===== src/design/apq_pkg.sv =====
// Shared types, constants and codes for the ascending priority queue unit.
`timescale 1ns / 1ps

package apq_pkg;

	// Number of cells in the chain and the width of the entry counter.
	localparam int DEPTH = 16;
	localparam int CNT_W = $clog2(DEPTH + 1);

	// Fixed field widths.
	localparam int VAL_W = 32;
	localparam int CAP_W = 5;
	localparam int STATUS_W = 2;
	localparam int COUNT_OUT_W = 5;

	// Capacity after reset.
	localparam logic [CAP_W-1:0] CAP_RESET = CAP_W'(16);

	// Request commands.
	localparam logic CMD_INSERT = 1'b0;
	localparam logic CMD_DELETE = 1'b1;

	// Result status codes.
	localparam logic [STATUS_W-1:0] ST_OK = 2'd0;
	localparam logic [STATUS_W-1:0] ST_FULL = 2'd1;
	localparam logic [STATUS_W-1:0] ST_EMPTY = 2'd2;

	// Operations broadcast to every cell of the chain.
	localparam logic [1:0] OP_HOLD = 2'd0;
	localparam logic [1:0] OP_INSERT = 2'd1;
	localparam logic [1:0] OP_DELETE = 2'd2;

	// Request payload.
	typedef struct packed {
		logic command;
		logic signed [VAL_W-1:0] value;
	} apq_request_t;

	// Result payload.
	typedef struct packed {
		logic signed [VAL_W-1:0] result_value;
		logic [STATUS_W-1:0] status;
		logic [COUNT_OUT_W-1:0] count_after;
	} apq_result_t;

	// Control broadcast from the top level to the cells.
	typedef struct packed {
		logic [1:0] op;
		logic signed [VAL_W-1:0] value;
	} apq_cell_ctl_t;

endpackage


===== src/design/ascending_priority_queue_unit.sv =====
// Top level of the ascending priority queue: request stage, entry counter and cell chain.
//
// Channel    Direction  Handshake                    Payload
// request    in         start high while busy low    request (command, value)
// result     out        done high for one cycle      result (result_value, status, count_after)
// capacity   in         capacity_we high             capacity_data
//
// A request is first taken into the request stage; from there the cell chain and the
// result register update together, and a new request is taken only once the stage is free.
// busy is high for the one cycle in which the chain is working.
// The chain keeps the entries sorted, so the smallest is always in the first cell.
// Reset clears the entry count and restores the capacity to sixteen; the cells need none.
// The receiver cannot stall: done is high for one cycle only.
`timescale 1ns / 1ps

module ascending_priority_queue_unit (
	input logic clk,
	input logic arst_n,
	input logic start,
	output logic busy,
	input apq_pkg::apq_request_t request,
	output logic done,
	output apq_pkg::apq_result_t result,
	input logic capacity_we,
	input logic [apq_pkg::CAP_W-1:0] capacity_data
);
	import apq_pkg::*;

	logic pend_s1;
	apq_request_t req_s1;
	logic [CAP_W-1:0] capacity_q;
	logic [CNT_W-1:0] count_q;
	logic done_q;
	apq_result_t result_q;

	logic [CNT_W-1:0] limit;
	logic full;
	logic empty;
	logic [DEPTH-1:0] occ;
	apq_cell_ctl_t ctl;
	logic signed [VAL_W-1:0] cell_value [DEPTH];
	logic [DEPTH-1:0] cell_before;

	assign busy = pend_s1;
	assign done = done_q;
	assign result = result_q;

	// Request stage.
	always_ff @(posedge clk or negedge arst_n) begin
		if (!arst_n) begin
			pend_s1 <= 1'b0;
		end else begin
			pend_s1 <= start && !pend_s1;
		end
	end

	always_ff @(posedge clk) begin
		if (start && !pend_s1) begin
			req_s1 <= request;
		end
	end

	// Capacity register.
	always_ff @(posedge clk or negedge arst_n) begin
		if (!arst_n) begin
			capacity_q <= CAP_RESET;
		end else if (capacity_we) begin
			capacity_q <= capacity_data;
		end
	end

	// The effective capacity saturates at the length of the chain.
	always_comb begin
		if (int'(capacity_q) > DEPTH) begin
			limit = CNT_W'(DEPTH);
		end else begin
			limit = CNT_W'(capacity_q);
		end
	end

	assign full = (count_q >= limit);
	assign empty = (count_q == '0);

	// Occupancy of each cell follows from the entry count.
	always_comb begin
		for (int i = 0; i < DEPTH; i++) begin
			occ[i] = (count_q > CNT_W'(i));
		end
	end

	// Operation for the chain in the working cycle.
	always_comb begin
		ctl.value = req_s1.value;
		ctl.op = OP_HOLD;
		if (pend_s1) begin
			if (req_s1.command == CMD_INSERT && !full) begin
				ctl.op = OP_INSERT;
			end else if (req_s1.command == CMD_DELETE && !empty) begin
				ctl.op = OP_DELETE;
			end
		end
	end

	// The cell chain.
	for (genvar g = 0; g < DEPTH; g++) begin : g_cell
		logic signed [VAL_W-1:0] lv;
		logic lb;
		logic signed [VAL_W-1:0] rv;

		if (g == 0) begin : g_first
			assign lv = '0;
			assign lb = 1'b0;
		end else begin : g_inner
			assign lv = cell_value[g-1];
			assign lb = cell_before[g-1];
		end

		if (g == DEPTH - 1) begin : g_last
			assign rv = '0;
		end else begin : g_body
			assign rv = cell_value[g+1];
		end

		apq_cell u_cell (
			.clk(clk),
			.ctl(ctl),
			.occ(occ[g]),
			.left_value(lv),
			.left_before(lb),
			.right_value(rv),
			.value(cell_value[g]),
			.ahead(cell_before[g])
		);
	end

	// Entry counter.
	always_ff @(posedge clk or negedge arst_n) begin
		if (!arst_n) begin
			count_q <= '0;
		end else begin
			unique case (ctl.op)
				OP_INSERT: count_q <= count_q + CNT_W'(1);
				OP_DELETE: count_q <= count_q - CNT_W'(1);
				default: count_q <= count_q;
			endcase
		end
	end

	// Result strobe.
	always_ff @(posedge clk or negedge arst_n) begin
		if (!arst_n) begin
			done_q <= 1'b0;
		end else begin
			done_q <= pend_s1;
		end
	end

	// Result payload, formed from the state before the chain updates.
	always_ff @(posedge clk) begin
		if (pend_s1) begin
			unique case (ctl.op)
				OP_INSERT: begin
					result_q.result_value <= '0;
					result_q.status <= ST_OK;
					result_q.count_after <= COUNT_OUT_W'(count_q + CNT_W'(1));
				end
				OP_DELETE: begin
					result_q.result_value <= cell_value[0];
					result_q.status <= ST_OK;
					result_q.count_after <= COUNT_OUT_W'(count_q - CNT_W'(1));
				end
				default: begin
					if (req_s1.command == CMD_INSERT) begin
						result_q.result_value <= '0;
						result_q.status <= ST_FULL;
					end else begin
						result_q.result_value <= '1;
						result_q.status <= ST_EMPTY;
					end
					result_q.count_after <= COUNT_OUT_W'(count_q);
				end
			endcase
		end
	end

`ifndef ASSERT_OFF
	a_busy_one_cycle: assert property (@(posedge clk) disable iff (!arst_n)
		busy |=> !busy) else $error("busy held for more than one cycle");

	a_accept_sets_busy: assert property (@(posedge clk) disable iff (!arst_n)
		(start && !busy) |=> busy) else $error("accepted request did not set busy");

	a_done_follows_busy: assert property (@(posedge clk) disable iff (!arst_n)
		done |-> $past(busy)) else $error("result strobe without a request in flight");

	a_count_bounded: assert property (@(posedge clk) disable iff (!arst_n)
		int'(count_q) <= DEPTH) else $error("entry count beyond chain length");

	a_empty_count_zero: assert property (@(posedge clk) disable iff (!arst_n)
		(done && result.status == ST_EMPTY) |-> (result.count_after == '0))
		else $error("empty status with non-zero count");
`endif

endmodule


===== src/design/apq_cell.sv =====
// One cell of the sorted chain: holds one entry and exchanges it with its neighbours.
`timescale 1ns / 1ps

module apq_cell (
	input logic clk,
	input apq_pkg::apq_cell_ctl_t ctl,
	input logic occ,
	input logic signed [apq_pkg::VAL_W-1:0] left_value,
	input logic left_before,
	input logic signed [apq_pkg::VAL_W-1:0] right_value,
	output logic signed [apq_pkg::VAL_W-1:0] value,
	output logic ahead
);
	import apq_pkg::*;

	logic signed [VAL_W-1:0] value_q;

	// The new value belongs in front of this entry when the cell is free or the
	// stored entry is strictly larger, so equal values keep their arrival order.
	assign ahead = !occ || ($signed(ctl.value) < $signed(value_q));
	assign value = value_q;

	// An insert shifts the larger entries one place right; a delete shifts all left.
	always_ff @(posedge clk) begin
		unique case (ctl.op)
			OP_INSERT: begin
				if (ahead) begin
					value_q <= left_before ? left_value : ctl.value;
				end
			end
			OP_DELETE: begin
				value_q <= right_value;
			end
			default: begin
				value_q <= value_q;
			end
		endcase
	end

endmodule

===== config.mk =====
export PLATFORM = sky130hd
export DESIGN_NAME = ascending_priority_queue_unit
export DESIGN_NICKNAME = d
export VERILOG_FILES = /design/src/design/apq_pkg.sv /design/src/design/ascending_priority_queue_unit.sv /design/src/design/apq_cell.sv
export SDC_FILE = /design/constraint.sdc
export NUM_CORES = 2
export LEC_CHECK = 0
export BUFFER_PORTS_ARGS = -buffer_cell sky130_fd_sc_hd__buf_2
export CAP_MARGIN = 25
export CORE_MARGIN = 2
export CORE_UTILIZATION = 55
export DETAILED_ROUTE_END_ITERATION = 8
export PLACE_DENSITY = 0.76
export SLEW_MARGIN = 20
export SYNTH_ARGS = -nofsm -noshare
export SYNTH_HDL_FRONTEND = slang
export SYNTH_HIERARCHICAL = 1
export SYNTH_SLANG_ARGS = --single-unit

===== constraint.sdc =====
create_clock -name clk -period 8.89 [get_ports clk]
set_input_delay 1.778 -clock clk [delete_from_list [all_inputs] [get_ports clk]]
set_output_delay 1.778 -clock clk [all_outputs]
set_load 0.005 [all_outputs]

# After elaboration in Yosys (flattened, before gate mapping)
# Cells that the tools add are included.
# word_totals
register_bits	596
in_bits	42
output_inout_bits	41
word_cells	190
# classes
n_bitwise	1
n_eq_ne	18
order_cmp	34
addsub	2
n_reduce_logical	56
n_mux	54
# op_table
op	n
32-bit case mux with 2 select lines	16
32-bit two-way mux	31
32-bit < comparator	16
39-bit case mux with 2 select lines	1
5-bit by 4-bit greater-than comparator with 1-bit output, second input constant	8
34-bit two-way mux	1
2-bit by 1-bit != test with 1-bit output, second input constant	16
2-bit AND reduction	16
5-bit by 3-bit greater-than comparator with 1-bit output, second input constant	4
1-bit zero test	19
1-bit logical OR	16
5-bit by 1-bit greater-than comparator with 1-bit output, second input constant	2
5-bit by 2-bit greater-than comparator with 1-bit output, second input constant	2
5-bit case mux with 2 select lines	1
2-bit two-way mux	3
5-bit by 1-bit adder with 5-bit output, second input constant	1
5-bit >= comparator	1
5-bit greater-than comparator, second input constant	1
5-bit zero test	1
5-bit two-way mux	1
5-bit by 1-bit subtractor with 5-bit output, second input constant	1
1-bit logical AND	3
2-bit by 1-bit equality test with 1-bit output, second input constant	1
2-bit equality test, second input constant	1
2 further kinds	2

# Longest topological paths before layout
# depth
word_depth	10
mapped_depth	12

# By module
# Netlist, hierarchy kept.
# by_module_without_submodules
module	cells_per_inst	instances	seq_area_each_um2	area_each_um2
apq_cell	259	16	960.9	2454.9
ascending_priority_queue_unit	214	1	2463.6	3380.7

# Worst setup path before layout
# No wires, ideal clock.
# synth_path
path_type	register to register
from	reg pend_s1, in the netlist busy
to	reg g_cell[0].u_cell.value_q[0] (enable)
arrival_ps	4090
required_time_ps	8498
path_stages_with_launch	9
path_slack_ps	4408
n_path_buf	2
path_cell_list	dfrtp_1 nand2_1 a21oi_2 clkbuf_1 nor2b_1 buf_8 nor2b_1 a21oi_1 and3_1
# synth_lines
item	line	rtl
start: declaration	ascending_priority_queue_unit.sv:29	logic pend_s1;
start signal: assignment	ascending_priority_queue_unit.sv:53	pend_s1 <= start && !pend_s1;
end signal: assignment	apq_cell.sv:28	value_q <= left_before ? left_value : ctl.value;
end signal: assignment	apq_cell.sv:32	value_q <= right_value;
end signal: assignment	apq_cell.sv:35	value_q <= value_q;
end: declaration	apq_cell.sv:16	logic signed [VAL_W-1:0] value_q;

# Worst setup path after layout
# layout_path
from	reg req_s1, in the netlist ctl[2]
to	reg g_cell[9].u_cell.value_q[13] (data pin)
# layout_between
elab_chain_cells	5
# layout_lines
item	line	rtl
start: declaration	ascending_priority_queue_unit.sv:30	apq_request_t req_s1;
start signal: assignment	ascending_priority_queue_unit.sv:59	req_s1 <= request;
32-bit < comparator	apq_cell.sv:20	assign ahead = !occ || ($signed(ctl.value) < $signed(value_q));
1-bit logical OR	apq_cell.sv:20	
net cell_before[8]	ascending_priority_queue_unit.sv:42	logic [DEPTH-1:0] cell_before;
32-bit two-way mux	apq_cell.sv:28	
32-bit two-way mux	apq_cell.sv:27	if (ahead) begin
32-bit case mux with 2 select lines	apq_cell.sv:25	unique case (ctl.op)
end signal: assignment	apq_cell.sv:28	
end signal: assignment	apq_cell.sv:32	
end signal: assignment	apq_cell.sv:35	
end: declaration	apq_cell.sv:16	
# The timed path passes the listed nets, and every way through them passes these cells. The select of a mux whose other input is x is not followed.
# A chain may end at the register's enable or synchronous reset.

==> impl_metrics.sql <==
INSERT INTO impl_metrics (metric_group, metric, value, unit) VALUES
('timing', 'clock.fmax', '0.222', 'GHz'),
('die', 'floorplan.die_area', '0.0798', 'mm^2'),
('placement', 'detail_placement_hpwl', '81200', 'um'),
('timing', 'final-setup-viol-count', '0', ''),
('setup_path', 'timing.critical_path.from_type', 'flop', ''),
('power_and_ir_drop', 'static-leakage-power', '21.8', 'nW'),
('timing', 'worstMarginPinSlew', '1310', 'ps'),
('placement', 'io_buffer_count', '82', ''),
('routing', 'vias_per_cell', '6.05', ''),
('die', 'die_w', '282', 'um'),
('setup_path', 'critical_path.reg2reg.startpoint', 'ctl[2]', ''),
('timing', 'fin_skew', '30.8', 'ps'),
('clock_network', 'clock_insertion_delay_worst_skew', '630', 'ps'),
('grt', 'grt_first_pass_wirelength', '182000', 'um'),
('timing', 'layout_min_cycle_time', '4500', 'ps'),
('timing', 'timing_max_transition_violations_final', '0', ''),
('final_layout', 'antenna_cells_inserted', '0', ''),
('setup_path', 'critical_path_peak_fanout', '32', ''),
('grt', 'antenna_found_initial', '0', ''),
('outcome', 'outcome', 'complete, no violations', ''),
('setup_path', 'crit_start', 'ctl[2]', ''),
('run', 'cap_violations', '0', ''),
('die', 'placement_rows', '102', ''),
('final_layout', 'stdcell_count', '5565', ''),
('clock_network', 'clkSlewWorstSetupHoldPaths', '60', 'ps'),
('grt', 'grt-ovfl-total', '0', ''),
('final_layout', 'synthToLayoutAreaGrowth', '10.1', '%'),
('grt', 'global_route.usage.total', '29.2', '%'),
('final_layout', 'seq_area', '0.0178', 'mm^2'),
('final_layout', 'multi_input_area', '0.0226', 'mm^2'),
('clock_network', 'post_cts_hold_buffer_count', '0', ''),
('final_layout', 'n_fill_cell', '6310', ''),
('routing', 'remaining_drc_errors', '0', ''),
('yosys', 'yosys_warnings', '6', ''),
('power_and_ir_drop', 'power_dens_cells', '288', 'mW/mm^2'),
('setup_path', 'setup.worst_path.class', 'reg2reg', ''),
('clock_network', 'buffer_depth_of_the_longest_clock_path', '3', ''),
('timing', 'post-route-period-util', '50.6', '%'),
('worst_hold_path', 'whs_path_depth', '1', ''),
('yosys', 'number_of_cells_produced_by_synthesis', '4356', ''),
('timing', 'report.final.hold_viol_count', '0', ''),
('routing', 'detail_route.wl_per_cell', '20.9', 'um'),
('timing', 'fin_tns_setup', '0', 'ps'),
('die', 'design.portCount', '83', ''),
('routing', 'wirelength', '117000', 'um'),
('setup_path', 'worstRegToRegCells', '11', ''),
('timing', 'worst_slew_margin_rel', '11.7', '%'),
('yosys', 'synthesis.area', '0.0426', 'mm^2'),
('grt', 'grt_pass1_vias', '33023', ''),
('die', 'initial_utilization', '55.3', '%'),
('setup_path', 'worstPathArrival', '4860', 'ps'),
('placement', 'dp_cells', '5446', ''),
('yosys', 'post_synth.cell_area_avg', '9.79', 'um^2'),
('routing', 'first_pass_iters', '6', ''),
('clock_network', 'number_of_gates_resized_after_cts', '0', ''),
('routing', 'detail-route-antenna-nets', '0', ''),
('power_and_ir_drop', 'power.ir.vdd_worst', '0.000185', 'V'),
('clock_network', 'cts_tree', 'built', ''),
('die', 'coreArea', '0.0771', 'mm^2'),
('worst_hold_path', 'worst_hold_path_type', 'reg2reg', ''),
('timing', 'rsz0062_at_grt', 'no', ''),
('placement', 'gpl.final_weighted_congestion', '0.950', ''),
('final_layout', 'finalNetCount', '5026', ''),
('clock_network', 'cts_buffers', '69', ''),
('final_layout', 'final_layout_size_suffix_gt1_share', '7.45', '%'),
('clock_network', 'clock_sink_count', '596', ''),
('worst_hold_path', 'worst_hold_startpoint', 'capacity_q[0]', ''),
('setup_path', 'worst-endpoint-required', '9250', 'ps'),
('routing', 'initialDrtViolationCount', '3528', ''),
('clock_network', 'cts.htree.levels', '3', ''),
('clock_network', 'post-cts-setup-buffers', '0', ''),
('setup_path', 'end_kind', 'flop', ''),
('routing', 'vias', '33669', ''),
('die', 'fp.dieH', '282', 'um'),
('grt', 'grt_max_degree', '67', ''),
('clock_network', 'cts.root.buffer_cell', 'sky130_fd_sc_hd__clkbuf_16', '');
[critical path, stage by stage, from the launching register on]
cell	delay, ps
sky130_fd_sc_hd__edfxtp_1	360
sky130_fd_sc_hd__buf_4	310
sky130_fd_sc_hd__ha_1	380
sky130_fd_sc_hd__a211o_1	120
sky130_fd_sc_hd__a31oi_1	40
sky130_fd_sc_hd__o311a_1	350
sky130_fd_sc_hd__o41ai_1	1120
sky130_fd_sc_hd__a31oi_1	350
sky130_fd_sc_hd__mux2i_4	230
sky130_fd_sc_hd__buf_4	500
sky130_fd_sc_hd__mux2i_1	340
sky130_fd_sc_hd__o21ai_1	80
[area by class of cell]
type                       instances  share of cell area [%]
clock buffer                      92                    4.02
clock inverter                    26                   0.666
inverter                         517                    4.13
multi-input combinational       3120                    48.1
sequential                       596                    38.0
tap                             1040                    2.77
timing repair buffer             174                    2.34
[registers in the layout, summed over array words and instances, names as in the netlist]
signal / flops
busy: 1
count_q: 5
g_cell.u_cell/value: 512
result: 39
done: 1
ctl: 32
req_s1: 1
capacity_q: 5
[per-stage QoR]
| step | total power, W | area (um^2) | worst slack (ps) | hold slack (ps) | utilization (%) |
|---|---|---|---|---|---|
| after detailed placement | 0.0106 | 44700 | 4490 | 492 | 58.0 |
| after CTS | 0.0134 | 46900 | 4460 | 504 | 60.9 |
| after floorplan | 0.00892 | 42900 | 4410 | 473 | - |
| after global placement | 0.0103 | 44700 | 4590 | 491 | 58.0 |
| final | 0.0135 | 46900 | 4390 | 500 | 60.9 |
| after global routing | 0.0143 | 46900 | 4190 | 518 | 60.9 |
[power by group]
part	switching, W	leakage [nW]	internal, W
combinational	0.00330	15.2	0.00232
clock	0.00119	1.06	0.00167
sequential	0.000738	5.59	0.00430
[worst paths after layout]
check | endpoint | slack, ps
max | g_cell[9].u_cell/value[13] | 4390
min | capacity_q[0] | 500
max reg2reg | g_cell[9].u_cell/value[13] | 4390
min reg2reg | capacity_q[0] | 500
max in group asynchronous | capacity_q[4] | 7590
min in group asynchronous | busy | 1020
[layer usage]
metal	up-vias	global-route usage [%]	routed length, um
li1	15824	-	-
met2	1499	46.3	53200
met4	2	9.54	3160
met5	-	0	68
met1	16129	39.8	47900
met3	215	6.12	12200
[cell usage in the layout (no fill, tap or decap), types with 31 or more instances in the layout]
cell type	n
sky130_fd_sc_hd__nand2_1	640
sky130_fd_sc_hd__edfxtp_1	584
sky130_fd_sc_hd__o21ai_1	528
sky130_fd_sc_hd__inv_1	517
sky130_fd_sc_hd__mux2i_1	514
sky130_fd_sc_hd__ha_1	506
sky130_fd_sc_hd__a21oi_1	208
sky130_fd_sc_hd__nand4_1	96
sky130_fd_sc_hd__buf_4	90
sky130_fd_sc_hd__buf_2	83
sky130_fd_sc_hd__clkbuf_16	72
sky130_fd_sc_hd__conb_1	65
sky130_fd_sc_hd__a21o_1	64
sky130_fd_sc_hd__o21ai_0	61
sky130_fd_sc_hd__nor2_1	55
sky130_fd_sc_hd__nand3_1	49
sky130_fd_sc_hd__nor2b_1	35
sky130_fd_sc_hd__nor3_1	34
sky130_fd_sc_hd__a211o_1	32
sky130_fd_sc_hd__a31oi_1	31
No activity file was read; power rests on OpenSTA's default activity.
